$ cat src/rtl/vrt_pkg.sv
// ---------------------------------------------------------------------------
// vrt_pkg : shared types and constants for the voxel ray traversal block
// Result codes, request codes and the controller/datapath command words.
// ---------------------------------------------------------------------------
package vrt_pkg;

   localparam int FRAC_BITS_DEF  = 16;
   localparam int VOXEL_BITS_DEF = 16;
   localparam int DIR_FRAC       = 14;
   localparam logic [7:0] RANGE_RESET = 8'd10;

   localparam logic KIND_START = 1'b0;
   localparam logic KIND_REPLY = 1'b1;

   localparam logic [1:0] RK_QUERY = 2'd0;
   localparam logic [1:0] RK_HIT   = 2'd1;
   localparam logic [1:0] RK_MISS  = 2'd2;

   localparam logic SEL_INC = 1'b0;
   localparam logic SEL_BND = 1'b1;

   typedef struct packed {
      logic       start;
      logic       reply;
      logic       div_load;
      logic       div_step;
      logic       div_store;
      logic [1:0] axis;
      logic       sel;
   } cmd_type;

   typedef struct packed {
      logic active;
      logic div_last;
   } status_type;

endpackage

$ cat src/rtl/vrt_dp.sv
// ---------------------------------------------------------------------------
// vrt_dp : ray state, serial divider and step logic
// Holds the per-axis ray state, runs the restoring divider and the step.
// ---------------------------------------------------------------------------
module vrt_dp #(
   parameter int FRAC_BITS  = vrt_pkg::FRAC_BITS_DEF,
   parameter int VOXEL_BITS = vrt_pkg::VOXEL_BITS_DEF
) (
   input  logic                 clock,
   input  logic                 reset,
   input  logic                 csr_wr_en,
   input  logic [7:0]           csr_wr_data,
   input  logic                 req_occupied,
   input  logic signed [31:0]   req_origin_x,
   input  logic signed [31:0]   req_origin_y,
   input  logic signed [31:0]   req_origin_z,
   input  logic signed [15:0]   req_dir_x,
   input  logic signed [15:0]   req_dir_y,
   input  logic signed [15:0]   req_dir_z,
   input  vrt_pkg::cmd_type     cmd,
   output vrt_pkg::status_type  status,
   output logic [1:0]           rsp_result_kind,
   output logic signed [15:0]   rsp_voxel_x,
   output logic signed [15:0]   rsp_voxel_y,
   output logic signed [15:0]   rsp_voxel_z,
   output logic signed [15:0]   rsp_entry_x,
   output logic signed [15:0]   rsp_entry_y,
   output logic signed [15:0]   rsp_entry_z
);
   import vrt_pkg::*;

   localparam int DW = FRAC_BITS + DIR_FRAC + 1;
   localparam int CW = $clog2(DW);
   localparam int VB = VOXEL_BITS;

   logic [7:0]            range_ff, range_in;
   logic                  active_ff, active_in;
   logic [FRAC_BITS-1:0]  frac_ff [3], frac_in [3];
   logic [16:0]           mag_ff [3], mag_in [3];
   logic                  neg_ff [3], neg_in [3];
   logic [VB-1:0]         cur_ff [3], cur_in [3];
   logic [VB-1:0]         prev_ff [3], prev_in [3];
   logic [31:0]           bnd_ff [3], bnd_in [3];
   logic [31:0]           inc_ff [3], inc_in [3];
   logic [31:0]           trav_ff, trav_in;
   logic [16:0]           rem_ff, rem_in;
   logic [DW-1:0]         dvd_ff, dvd_in;
   logic [DW-1:0]         quo_ff, quo_in;
   logic [CW-1:0]         cnt_ff, cnt_in;
   logic [1:0]            okind_ff, okind_in;
   logic [15:0]           ovox_ff [3], ovox_in [3];
   logic [15:0]           oent_ff [3], oent_in [3];

   logic [31:0]           origin [3];
   logic [15:0]           dir [3];
   logic [31:0]           range_lim;
   logic [17:0]           trial;
   logic [1:0]            pick;
   logic [FRAC_BITS:0]    num;
   logic [31:0]           result;

   function automatic logic [VB-1:0] floor_vox(input logic [31:0] o);
      logic signed [63:0] e;
      e = 64'(signed'(o));
      e = e >>> FRAC_BITS;
      return e[VB-1:0];
   endfunction

   function automatic logic [16:0] mag_of(input logic [15:0] d);
      return d[15] ? (17'h10000 - {1'b0, d}) : {1'b0, d};
   endfunction

   function automatic logic [31:0] sat_quo(input logic [DW-1:0] q);
      logic [DW+31:0] w;
      w = (DW+32)'(q);
      return (w[DW+31:32] != '0) ? 32'hFFFF_FFFF : w[31:0];
   endfunction

   function automatic logic [31:0] sat_add(input logic [31:0] a, input logic [31:0] b);
      logic [32:0] s;
      s = {1'b0, a} + {1'b0, b};
      return s[32] ? 32'hFFFF_FFFF : s[31:0];
   endfunction

   function automatic logic [15:0] out16(input logic [VB-1:0] v);
      logic [VB+15:0] w;
      w = (VB+16)'(v);
      return w[15:0];
   endfunction

   assign origin[0] = req_origin_x;
   assign origin[1] = req_origin_y;
   assign origin[2] = req_origin_z;
   assign dir[0]    = req_dir_x;
   assign dir[1]    = req_dir_y;
   assign dir[2]    = req_dir_z;

   assign range_lim = 32'(range_ff) << FRAC_BITS;
   assign trial     = {rem_ff, dvd_ff[DW-1]};
   assign pick      = (bnd_ff[0] < bnd_ff[1]) ? ((bnd_ff[0] < bnd_ff[2]) ? 2'd0 : 2'd2)
                                              : ((bnd_ff[1] < bnd_ff[2]) ? 2'd1 : 2'd2);
   assign num       = neg_ff[cmd.axis] ? {1'b0, frac_ff[cmd.axis]}
                                       : ((FRAC_BITS+1)'(1) << FRAC_BITS) -
                                         {1'b0, frac_ff[cmd.axis]};
   assign result    = (mag_ff[cmd.axis] == '0) ? range_lim : sat_quo(quo_ff);

   always_comb begin
      range_in  = csr_wr_en ? csr_wr_data : range_ff;
      active_in = active_ff;
      trav_in   = trav_ff;
      rem_in    = rem_ff;
      dvd_in    = dvd_ff;
      quo_in    = quo_ff;
      cnt_in    = cnt_ff;
      okind_in  = okind_ff;
      for (int i = 0; i < 3; i++) begin
         frac_in[i] = frac_ff[i];
         mag_in[i]  = mag_ff[i];
         neg_in[i]  = neg_ff[i];
         cur_in[i]  = cur_ff[i];
         prev_in[i] = prev_ff[i];
         bnd_in[i]  = bnd_ff[i];
         inc_in[i]  = inc_ff[i];
         ovox_in[i] = ovox_ff[i];
         oent_in[i] = oent_ff[i];
      end

      if (cmd.start) begin
         active_in = 1'b1;
         trav_in   = '0;
         okind_in  = RK_QUERY;
         for (int i = 0; i < 3; i++) begin
            frac_in[i] = origin[i][FRAC_BITS-1:0];
            mag_in[i]  = mag_of(dir[i]);
            neg_in[i]  = dir[i][15];
            cur_in[i]  = floor_vox(origin[i]);
            prev_in[i] = floor_vox(origin[i]);
            ovox_in[i] = out16(floor_vox(origin[i]));
            oent_in[i] = '0;
         end
      end

      if (cmd.reply) begin
         if (req_occupied) begin
            active_in = 1'b0;
            okind_in  = RK_HIT;
            for (int i = 0; i < 3; i++) begin
               ovox_in[i] = out16(cur_ff[i]);
               oent_in[i] = out16(prev_ff[i]);
            end
         end else if (trav_ff >= range_lim) begin
            active_in = 1'b0;
            okind_in  = RK_MISS;
            for (int i = 0; i < 3; i++) begin
               ovox_in[i] = '0;
               oent_in[i] = '0;
            end
         end else begin
            okind_in    = RK_QUERY;
            trav_in     = bnd_ff[pick];
            bnd_in[pick] = sat_add(bnd_ff[pick], inc_ff[pick]);
            for (int i = 0; i < 3; i++) begin
               prev_in[i] = cur_ff[i];
               if (2'(i) == pick) begin
                  cur_in[i] = neg_ff[i] ? cur_ff[i] - VB'(1) : cur_ff[i] + VB'(1);
               end
               ovox_in[i] = out16(cur_in[i]);
               oent_in[i] = '0;
            end
         end
      end

      // load dividend: increment uses 2^(F+14), boundary uses num * 2^14
      if (cmd.div_load) begin
         rem_in = '0;
         quo_in = '0;
         cnt_in = CW'(DW - 1);
         if (cmd.sel == SEL_INC) begin
            dvd_in = DW'(1) << (FRAC_BITS + DIR_FRAC);
         end else begin
            dvd_in = DW'(num) << DIR_FRAC;
         end
      end

      if (cmd.div_step) begin
         dvd_in = dvd_ff << 1;
         cnt_in = cnt_ff - CW'(1);
         if (trial >= {1'b0, mag_ff[cmd.axis]}) begin
            rem_in = 17'(trial - {1'b0, mag_ff[cmd.axis]});
            quo_in = {quo_ff[DW-2:0], 1'b1};
         end else begin
            rem_in = trial[16:0];
            quo_in = {quo_ff[DW-2:0], 1'b0};
         end
      end

      if (cmd.div_store) begin
         if (cmd.sel == SEL_INC) begin
            inc_in[cmd.axis] = result;
         end else begin
            bnd_in[cmd.axis] = result;
         end
      end
   end

   always_ff @(posedge clock) begin
      if (reset) begin
         range_ff  <= RANGE_RESET;
         active_ff <= 1'b0;
         trav_ff   <= '0;
         for (int i = 0; i < 3; i++) begin
            cur_ff[i]  <= '0;
            prev_ff[i] <= '0;
            neg_ff[i]  <= 1'b0;
            bnd_ff[i]  <= '0;
            inc_ff[i]  <= '0;
         end
      end else begin
         range_ff  <= range_in;
         active_ff <= active_in;
         trav_ff   <= trav_in;
         for (int i = 0; i < 3; i++) begin
            cur_ff[i]  <= cur_in[i];
            prev_ff[i] <= prev_in[i];
            neg_ff[i]  <= neg_in[i];
            bnd_ff[i]  <= bnd_in[i];
            inc_ff[i]  <= inc_in[i];
         end
      end
   end

   always_ff @(posedge clock) begin
      rem_ff   <= rem_in;
      dvd_ff   <= dvd_in;
      quo_ff   <= quo_in;
      cnt_ff   <= cnt_in;
      okind_ff <= okind_in;
      for (int i = 0; i < 3; i++) begin
         frac_ff[i] <= frac_in[i];
         mag_ff[i]  <= mag_in[i];
         ovox_ff[i] <= ovox_in[i];
         oent_ff[i] <= oent_in[i];
      end
   end

   assign status.active   = active_ff;
   assign status.div_last = (cnt_ff == '0);

   assign rsp_result_kind = okind_ff;
   assign rsp_voxel_x     = ovox_ff[0];
   assign rsp_voxel_y     = ovox_ff[1];
   assign rsp_voxel_z     = ovox_ff[2];
   assign rsp_entry_x     = oent_ff[0];
   assign rsp_entry_y     = oent_ff[1];
   assign rsp_entry_z     = oent_ff[2];

endmodule

$ cat src/rtl/vrt_ctrl.sv
// ---------------------------------------------------------------------------
// vrt_ctrl : sequencer for the voxel ray traversal block
// Takes words, walks the six setup divisions and holds the result word.
// ---------------------------------------------------------------------------
module vrt_ctrl (
   input  logic                 clock,
   input  logic                 reset,
   input  logic                 req_valid,
   output logic                 req_stall,
   input  logic                 req_kind,
   output logic                 rsp_valid,
   input  logic                 rsp_stall,
   input  vrt_pkg::status_type  status,
   output vrt_pkg::cmd_type     cmd
);
   import vrt_pkg::*;

   localparam logic [2:0] S_IDLE   = 3'd0;
   localparam logic [2:0] S_DLOAD  = 3'd1;
   localparam logic [2:0] S_DRUN   = 3'd2;
   localparam logic [2:0] S_DSTORE = 3'd3;
   localparam logic [2:0] S_OUT    = 3'd4;

   logic [2:0] state_ff, state_in;
   logic [1:0] axis_ff, axis_in;
   logic       sel_ff, sel_in;
   logic       accept;

   assign req_stall = (state_ff != S_IDLE);
   assign rsp_valid = (state_ff == S_OUT);
   assign accept    = req_valid && !req_stall;

   always_comb begin
      state_in      = state_ff;
      axis_in       = axis_ff;
      sel_in        = sel_ff;
      cmd           = '0;
      cmd.axis      = axis_ff;
      cmd.sel       = sel_ff;
      unique case (state_ff)
         S_IDLE: begin
            if (accept) begin
               if (req_kind == KIND_START) begin
                  cmd.start = 1'b1;
                  axis_in   = 2'd0;
                  sel_in    = SEL_INC;
                  state_in  = S_DLOAD;
               end else if (status.active) begin
                  cmd.reply = 1'b1;
                  state_in  = S_OUT;
               end
            end
         end
         S_DLOAD: begin
            cmd.div_load = 1'b1;
            state_in     = S_DRUN;
         end
         S_DRUN: begin
            cmd.div_step = 1'b1;
            if (status.div_last) begin
               state_in = S_DSTORE;
            end
         end
         S_DSTORE: begin
            cmd.div_store = 1'b1;
            if (axis_ff == 2'd2 && sel_ff == SEL_BND) begin
               state_in = S_OUT;
            end else begin
               sel_in   = ~sel_ff;
               axis_in  = (sel_ff == SEL_BND) ? axis_ff + 2'd1 : axis_ff;
               state_in = S_DLOAD;
            end
         end
         S_OUT: begin
            if (!rsp_stall) begin
               state_in = S_IDLE;
            end
         end
         default: state_in = S_IDLE;
      endcase
   end

   always_ff @(posedge clock) begin
      if (reset) begin
         state_ff <= S_IDLE;
         axis_ff  <= 2'd0;
         sel_ff   <= SEL_INC;
      end else begin
         state_ff <= state_in;
         axis_ff  <= axis_in;
         sel_ff   <= sel_in;
      end
   end

   a_last_store_to_out: assert property (@(posedge clock) disable iff (reset)
      (state_ff == S_DSTORE && axis_ff == 2'd2 && sel_ff == SEL_BND) |=> rsp_valid)
      else $error("final division store did not raise the result word");

   a_no_axis_three: assert property (@(posedge clock) disable iff (reset)
      (state_ff == S_DLOAD || state_ff == S_DRUN || state_ff == S_DSTORE) |-> axis_ff != 2'd3)
      else $error("division sequencer ran past the z axis");

   a_out_source: assert property (@(posedge clock) disable iff (reset)
      $rose(rsp_valid) |-> ($past(state_ff) == S_DSTORE || $past(state_ff) == S_IDLE))
      else $error("result word raised from an unexpected state");

endmodule

$ cat src/rtl/voxel_ray_traversal.sv
// ---------------------------------------------------------------------------
// voxel_ray_traversal : 3D DDA voxel walk in fixed point
// A start word sets up a ray and queries the origin voxel; each occupancy
// reply gives a hit, a miss or a step to the next voxel and its query.
// ---------------------------------------------------------------------------
// Reply word: accepted, then the result word is held until taken.
// Start word: runs the six setup divisions on the single radix-2 divider,
//   one quotient bit a cycle, shared by the increment and boundary
//   divisions of all three axes.
// One word is in flight at a time; a reply with no ray active yields no result.
// Reset (synchronous, active high) clears the ray and loads view_range = 10.
// ---------------------------------------------------------------------------
module voxel_ray_traversal #(
   parameter int FRAC_BITS  = vrt_pkg::FRAC_BITS_DEF,
   parameter int VOXEL_BITS = vrt_pkg::VOXEL_BITS_DEF
) (
   input  logic                clock,
   input  logic                reset,
   input  logic                csr_wr_en,
   input  logic [7:0]          csr_wr_data,
   input  logic                req_valid,
   output logic                req_stall,
   input  logic                req_kind,
   input  logic signed [31:0]  req_origin_x,
   input  logic signed [31:0]  req_origin_y,
   input  logic signed [31:0]  req_origin_z,
   input  logic signed [15:0]  req_dir_x,
   input  logic signed [15:0]  req_dir_y,
   input  logic signed [15:0]  req_dir_z,
   input  logic                req_occupied,
   output logic                rsp_valid,
   input  logic                rsp_stall,
   output logic [1:0]          rsp_result_kind,
   output logic signed [15:0]  rsp_voxel_x,
   output logic signed [15:0]  rsp_voxel_y,
   output logic signed [15:0]  rsp_voxel_z,
   output logic signed [15:0]  rsp_entry_x,
   output logic signed [15:0]  rsp_entry_y,
   output logic signed [15:0]  rsp_entry_z
);
   import vrt_pkg::*;

   // command word from the sequencer, status back from the datapath
   cmd_type    cmd;
   status_type status;

   // sequencer: handshakes and the order of the setup divisions
   vrt_ctrl u_ctrl (
      .clock     (clock),
      .reset     (reset),
      .req_valid (req_valid),
      .req_stall (req_stall),
      .req_kind  (req_kind),
      .rsp_valid (rsp_valid),
      .rsp_stall (rsp_stall),
      .status    (status),
      .cmd       (cmd)
   );

   // datapath: ray state, divider, axis choice and the result word register
   vrt_dp #(
      .FRAC_BITS  (FRAC_BITS),
      .VOXEL_BITS (VOXEL_BITS)
   ) u_dp (
      .clock           (clock),
      .reset           (reset),
      .csr_wr_en       (csr_wr_en),
      .csr_wr_data     (csr_wr_data),
      .req_occupied    (req_occupied),
      .req_origin_x    (req_origin_x),
      .req_origin_y    (req_origin_y),
      .req_origin_z    (req_origin_z),
      .req_dir_x       (req_dir_x),
      .req_dir_y       (req_dir_y),
      .req_dir_z       (req_dir_z),
      .cmd             (cmd),
      .status          (status),
      .rsp_result_kind (rsp_result_kind),
      .rsp_voxel_x     (rsp_voxel_x),
      .rsp_voxel_y     (rsp_voxel_y),
      .rsp_voxel_z     (rsp_voxel_z),
      .rsp_entry_x     (rsp_entry_x),
      .rsp_entry_y     (rsp_entry_y),
      .rsp_entry_z     (rsp_entry_z)
   );

endmodule
$ cat config.mk
export PLATFORM = sky130hd
export DESIGN_NAME = voxel_ray_traversal
export DESIGN_NICKNAME = d
export VERILOG_FILES = /design/src/rtl/vrt_pkg.sv /design/src/rtl/vrt_dp.sv /design/src/rtl/vrt_ctrl.sv /design/src/rtl/voxel_ray_traversal.sv
export SDC_FILE = /design/constraint.sdc
export NUM_CORES = 2
export LEC_CHECK = 0
export ABC_AREA = 1
export BUFFER_PORTS_ARGS = -buffer_cell sky130_fd_sc_hd__buf_2
export CAP_MARGIN = 20
export CORE_AREA = 8 8 325 327
export DETAILED_ROUTE_END_ITERATION = 6
export DIE_AREA = 0 0 333 335
export PLACE_DENSITY_LB_ADDON = 0.08
export SYNTH_ARGS = -nofsm -noshare
export SYNTH_HDL_FRONTEND = slang
export SYNTH_SLANG_ARGS = --single-unit
$ cat constraint.sdc
create_clock -name clock -period 9.85 [get_ports clock]
set_input_delay 1.4775 -clock clock [delete_from_list [all_inputs] [get_ports clock]]
set_output_delay 1.4775 -clock clock [all_outputs]
set_load 0.1 [all_outputs]
Word-level counts from Yosys, hierarchy flattened
Memories as Yosys holds them, arrays and structs flattened. A register that Yosys moved wholly into a read port is not among the register bits.
Index checks and enable logic that the tools add are counted.
- reductions and logical operators: 16
- order comparisons: 9
- add/subtract/negate cells: 14
- bitwise logic cells: 18
- divide/modulo/power cells: 0
- eq/ne operators: 15
- shifts and indexed selects: 0
- mux-type cells: 118
- multipliers: 0
- operators with widths (kind ; number):
    $mux W48 ; 16
    $mux W96 ; 7
    $mux W32 ; 13
    $bwmux W96 ; 3
    $mux W16 ; 12
    $mux W31 ; 6
    $demux W32 S2 ; 2
    $mux W17 ; 7
    $lt A32 B32 Y1 ; 3
    $sub A17 B16 Y17 const A ; 4
    $mux W51 ; 1
    $add A16 B1 Y16 const B ; 3
    $sub A16 B1 Y16 const B ; 3
    $mux W2 ; 19
    $add A32 B32 Y33 ; 1
    $ge A32 B24 Y1 ; 1
    $mux W3 ; 7
    $mux W1 ; 20
    $ge A18 B17 Y1 ; 1
    $logic_not A17 Y1 ; 1
    $sub A17 B17 Y17 ; 1
    $or A1 B1 Y1 ; 15
    $pmux W3 S5 ; 1
    $mux W5 ; 2
    27 further kinds ; 41
- input bits: 159
- memory bits (writable): 486
- memories kept: 9
- bits in registers: 133
- bits in latches: 0
- ROM bits: 0
- logic and storage cells: 211
- memories (memory ; depth ; bits a word ; rd ports ; clocked after memory_dff ; wr ports ; RTL line ; text):
    u_dp.bnd_ff ; 3 ; 32 ; 4 ; 0 ; 3 ; vrt_dp.sv:43 ; logic [31:0] bnd_ff [3], bnd_in [3];
    u_dp.inc_ff ; 3 ; 32 ; 4 ; 0 ; 3 ; vrt_dp.sv:44 ; logic [31:0] inc_ff [3], inc_in [3];
    u_dp.mag_ff ; 3 ; 17 ; 1 ; 1 ; 3 ; vrt_dp.sv:39 ; logic [16:0] mag_ff [3], mag_in [3];
    u_dp.cur_ff ; 3 ; 16 ; 3 ; 0 ; 3 ; vrt_dp.sv:41 ; logic [VB-1:0] cur_ff [3], cur_in [3];
    u_dp.frac_ff ; 3 ; 16 ; 1 ; 1 ; 3 ; vrt_dp.sv:38 ; logic [FRAC_BITS-1:0] frac_ff [3], frac_in [3];
    u_dp.oent_ff ; 3 ; 16 ; 3 ; 0 ; 3 ; vrt_dp.sv:52 ; logic [15:0] oent_ff [3], oent_in [3];
    3 more memories ; -- ; -- ; -- ; -- ; -- ; -- ;

Logic depth before layout (Yosys ltp)
An unclocked memory read counts as a cell.
- depth in word-level cells: 17
- mapped depth: 36
- depth with buffers taken out: 34

Cells and area by module
From an unflattened synthesis, not the netlist that was laid out.
- cell total of the unflattened synthesis: 4399
- area total of the unflattened synthesis: 34515.6 µm²
- by module, submodules not included (module ; area an instance (µm²) ; times used ; cells an instance):
    vrt_dp ; 34110.2 ; 1 ; 4332
    vrt_ctrl ; 405.4 ; 1 ; 67

Worst setup path before layout
No wires, ideal clock.
- kind: input -> register
- from: input req_kind
- to: memory u_dp.prev_ff[0][33] (netlist bit)
- slack: 4205 ps
- stages on the path: 8
- data arrival time: 5517 ps
- data required time: 9722 ps
- library setup time: 128 ps
- path through: nor2_1 -> inv_1 -> nor2_1 -> clkbuf_1 -> clkbuf_1 -> o21ai_0 -> o21ai_0 -> a21oi_1
- RTL lines (item ; RTL line ; text):
    from (decl) ; voxel_ray_traversal.sv:23 ; input logic req_kind,
    to (decl) ; vrt_dp.sv:42 ; logic [VB-1:0] prev_ff [3], prev_in [3];

==> metrics.log <==
[metrics] TritonCTS Buffers: 75
[metrics] placement row count: 117
[metrics] detailed placer's ending HPWL: 80200 um
[metrics] layout net count: 5051
[metrics] Final Skew: 0.0386 ns
[metrics] critical path start-end classification: flip-flop to flip-flop
[metrics] Hold Violations, Final: 0
[metrics] total setup violations reported at the end of the flow: 0
[metrics] most repeated library cell on the critical path: sky130_fd_sc_hd__nand2_1
[metrics] cell area after placement: 37200 um2
[metrics] Final TNS setup: 0 ns
[metrics] Hold Startpoint: u_dp.inc_ff[2][19]
[metrics] Top Family by Delay on Critical Path: buffers and inverters
[metrics] slack of the worst reg-to-reg path: 3.10 ns
[metrics] number of warnings printed during yosys synthesis: 0
[metrics] crit path time final: 6.75 ns
[metrics] max-capacitance violation count: 0
[metrics] startpoint type of the worst setup path: flip-flop
[metrics] cell count after synthesis: 4530
[metrics] total standard cell area after synthesis: 34800 um2
[metrics] Reg clk slew, reported paths: 0.06 ns
[metrics] RSZ-0062 raised after global routing: false
[metrics] clock tree from TritonCTS: yes
[metrics] number of fill cells: 10474
[metrics] Post-route DRC: 0
[metrics] most instantiated flip-flop cell in the synthesis netlist: sky130_fd_sc_hd__dfxtp_1
[metrics] Synth async-reset ratio: 0%
[metrics] worst path required time: 10.39 ns
[metrics] antenna violations before repair: 1
[metrics] global-route wire length before repair: 179000 um
[metrics] vias in the first global route: 29758
[metrics] residual antenna-violating net count after detailed routing: 0
[metrics] top cell type by total area after synthesis: sky130_fd_sc_hd__edfxtp_1
[metrics] maximum level of the CTS H-tree: 3
[metrics] Reg area: 14800 um2
[metrics] crit path DAT: 7.29 ns
[metrics] Die Span X: 333 um
[metrics] post-route insts no fill: 6058
[metrics] share of the synthesized area in the top cell type: 23.1%
[metrics] largest net degree at the start of global routing: 167
[metrics] clock tree root driver cell: sky130_fd_sc_hd__clkbuf_16
[metrics] number of flip-flops and latches in the synthesized netlist: 604
[metrics] hold buffer count at cts: 0
[metrics] placement-stage worst setup slack: 3.18 ns
[metrics] 1st-pass router iterations: 5
[metrics] number of cell instances on the worst register-to-register path: 27
[metrics] core region area: 101000 um2
[metrics] die area: 112000 um2
[metrics] post-CTS repair timing setup buffer count: 0
[metrics] Area growth, synth to finish: 13.9%
[metrics] vias per cell: 5.08
[metrics] crit path max fanout: 65
[metrics] clock insertion delay at the later pin of the skew report: 0.65 ns
[metrics] total global routing overflow: 0
[metrics] transition at the pin with the smallest max-transition slack: 1.22 ns
[metrics] hold endpoint: u_dp.inc_ff[2][19]
[metrics] Slew HR: 17.8%
[metrics] sequential fraction of the synthesis area: 42.5%
[metrics] worst min-delay path class: flip-flop to flip-flop
[metrics] startpoint of the worst register-to-register path: u_dp.bnd_ff[1][7]
[metrics] cell types with the highest counts after synthesis: sky130_fd_sc_hd__nand2_1 (966), sky130_fd_sc_hd__a21oi_1 (584), sky130_fd_sc_hd__inv_1 (548), sky130_fd_sc_hd__o21ai_0 (369), sky130_fd_sc_hd__nor2_1 (354)
[metrics] Die Y-Extent: 335 um
[metrics] critical-path cell with the highest stage delay: sky130_fd_sc_hd__buf_4
[metrics] PostCTS Resize Cnt: 0
[metrics] CP endpoint kind: flip-flop
[metrics] number of instances on the worst hold path: 2
[metrics] Crit path buffers/inverters: 6
[metrics] routed vias: 30776
[metrics] multi-input logic area: 17000 um2
[metrics] final clock period utilization by the worst path: 68.5%
[metrics] average routed wire per standard cell: 19.1 um
[metrics] number of buffer cells added on primary ports: 258
[metrics] number of library cell types mapped by synthesis: 57
[metrics] number of sinks driven by the clock tree: 604
[metrics] aggregate global-route resource usage: 20.2%
[metrics] Boundary Pins: 259
[metrics] final number of max-transition violations: 0
[metrics] Critical Path Max Stage Delay: 0.72 ns
[metrics] Routed Wire Length: 116000 um
[metrics] buffers from clock root to sink, at most: 3
[metrics] gp weighted congestion: 0.900
[metrics] final instance area: 39600 um2
[metrics] layout cell share with drive strength beyond 1: 10.4%
[metrics] number of enable flip-flop cells after synthesis: 267
[metrics] highest achievable clock rate: 148 MHz
[metrics] number of DRC violations after detailed-routing iteration 0: 2110
[metrics] run status: finished clean
[metrics] Initial Util: 34.5%
[metrics] Synth Area per Inst: 7.68 um2
[metrics] worst setup slack after layout: 3.10 ns
[metrics] top cells by area in the synthesized netlist: sky130_fd_sc_hd__edfxtp_1 (23%), sky130_fd_sc_hd__dfxtp_1 (19%), sky130_fd_sc_hd__nand2_1 (10%)
[metrics] number of cells in the design after placement: 5919
[metrics] most instantiated library cell after synthesis: sky130_fd_sc_hd__nand2_1
[metrics] Worst R2R End: u_dp.bnd_ff[1][5]
[worst min-delay path: stages, from the launching register on]
cell and delay, ns:
sky130_fd_sc_hd__dfxtp_1 0.32, sky130_fd_sc_hd__o211ai_1 0.10, sky130_fd_sc_hd__inv_1 0.05
[registers in the layout, indices dropped and copies added (netlist names), 3 cells and up, named ones only]
register	flops
u_dp.dvd_ff	17
u_dp.quo_ff	31
u_dp.neg_ff	3
u_dp.prev_ff	48
u_dp.range_ff	8
u_dp.oent_ff	48
u_dp.bnd_ff	96
u_dp.inc_ff	93
u_dp.trav_ff	32
u_dp.rem_ff	17
u_dp.mag_ff	51
u_dp.cur_ff	48
u_dp.ovox_ff	48
u_ctrl.state_ff	3
u_dp.cnt_ff	5
u_dp.frac_ff	48
[logic make-up after synthesis]
family,Yosys count,synth area share (%)
compound gates,1242,19.9
xor+xnor,126,3.17
fa+ha+maj,204,7.45
buf+inv,788,8.85
flops,604,42.5
other cells,1,0.0108
simple gates,1565,18.2
[cell usage in the layout (no fill, tap or decap), drive strengths merged, types with 51 or more instances in the layout]
master,n
a21oi,589
ha,199
o211ai,57
o21ai,411
nand2,968
inv,568
xor2,83
buf,299
dfxtp,337
a21boi,51
nor2,360
edfxtp,267
nand3,132
clkbuf,108
[layout make-up]
| class | instances | area share [%] |
|---|---|---|
| Antenna cell | 1 | 0.00632 |
| Clock buffer | 108 | 5.38 |
| Sequential cell | 604 | 37.3 |
| Clock inverter | 29 | 0.720 |
| Tap cell | 1309 | 4.14 |
| Timing Repair Buffer | 299 | 4.08 |
| Multi-Input combinational cell | 3140 | 43.0 |
| Inverter | 568 | 5.41 |
[metal layers]
metal | routed length [um] | track usage (%)
met5 | 0 | 0
met4 | 2590 | 5.44
met3 | 6660 | 3.79
met2 | 53000 | 33.5
met1 | 53600 | 26.9
[per-stage QoR]
stage / util, % / hold slack, ns
5_1_grt: 39.3 / 0.516
3_5_place_dp: 36.9 / 0.492
3_3_place_gp: 36.9 / 0.481
2_1_floorplan: - / 0.452
6_report: 39.3 / 0.498
4_1_cts: 39.3 / 0.508
[worst max-delay path by stage]
stage | start | endpoint | slack, ns | depth (start not counted)
6_report | u_dp.bnd_ff[1][7] | u_dp.bnd_ff[1][5] | 3.10 | 27
5_1_grt | u_dp.bnd_ff[1][7] | u_dp.bnd_ff[2][9] | 2.67 | 27
4_1_cts | u_dp.bnd_ff[1][7] | u_dp.bnd_ff[1][6] | 3.15 | 27
3_5_place_dp | u_dp.bnd_ff[1][7] | u_dp.bnd_ff[1][6] | 3.18 | 27
3_3_place_gp | u_dp.bnd_ff[1][7] | u_dp.bnd_ff[1][6] | 3.23 | 27
2_1_floorplan | req_kind | u_dp.prev_ff[0][33] | 4.21 | 8
Power is left out: the tool's default activity adds up to more than one toggle a clock period on the data nets, which glitch-free logic cannot reach.
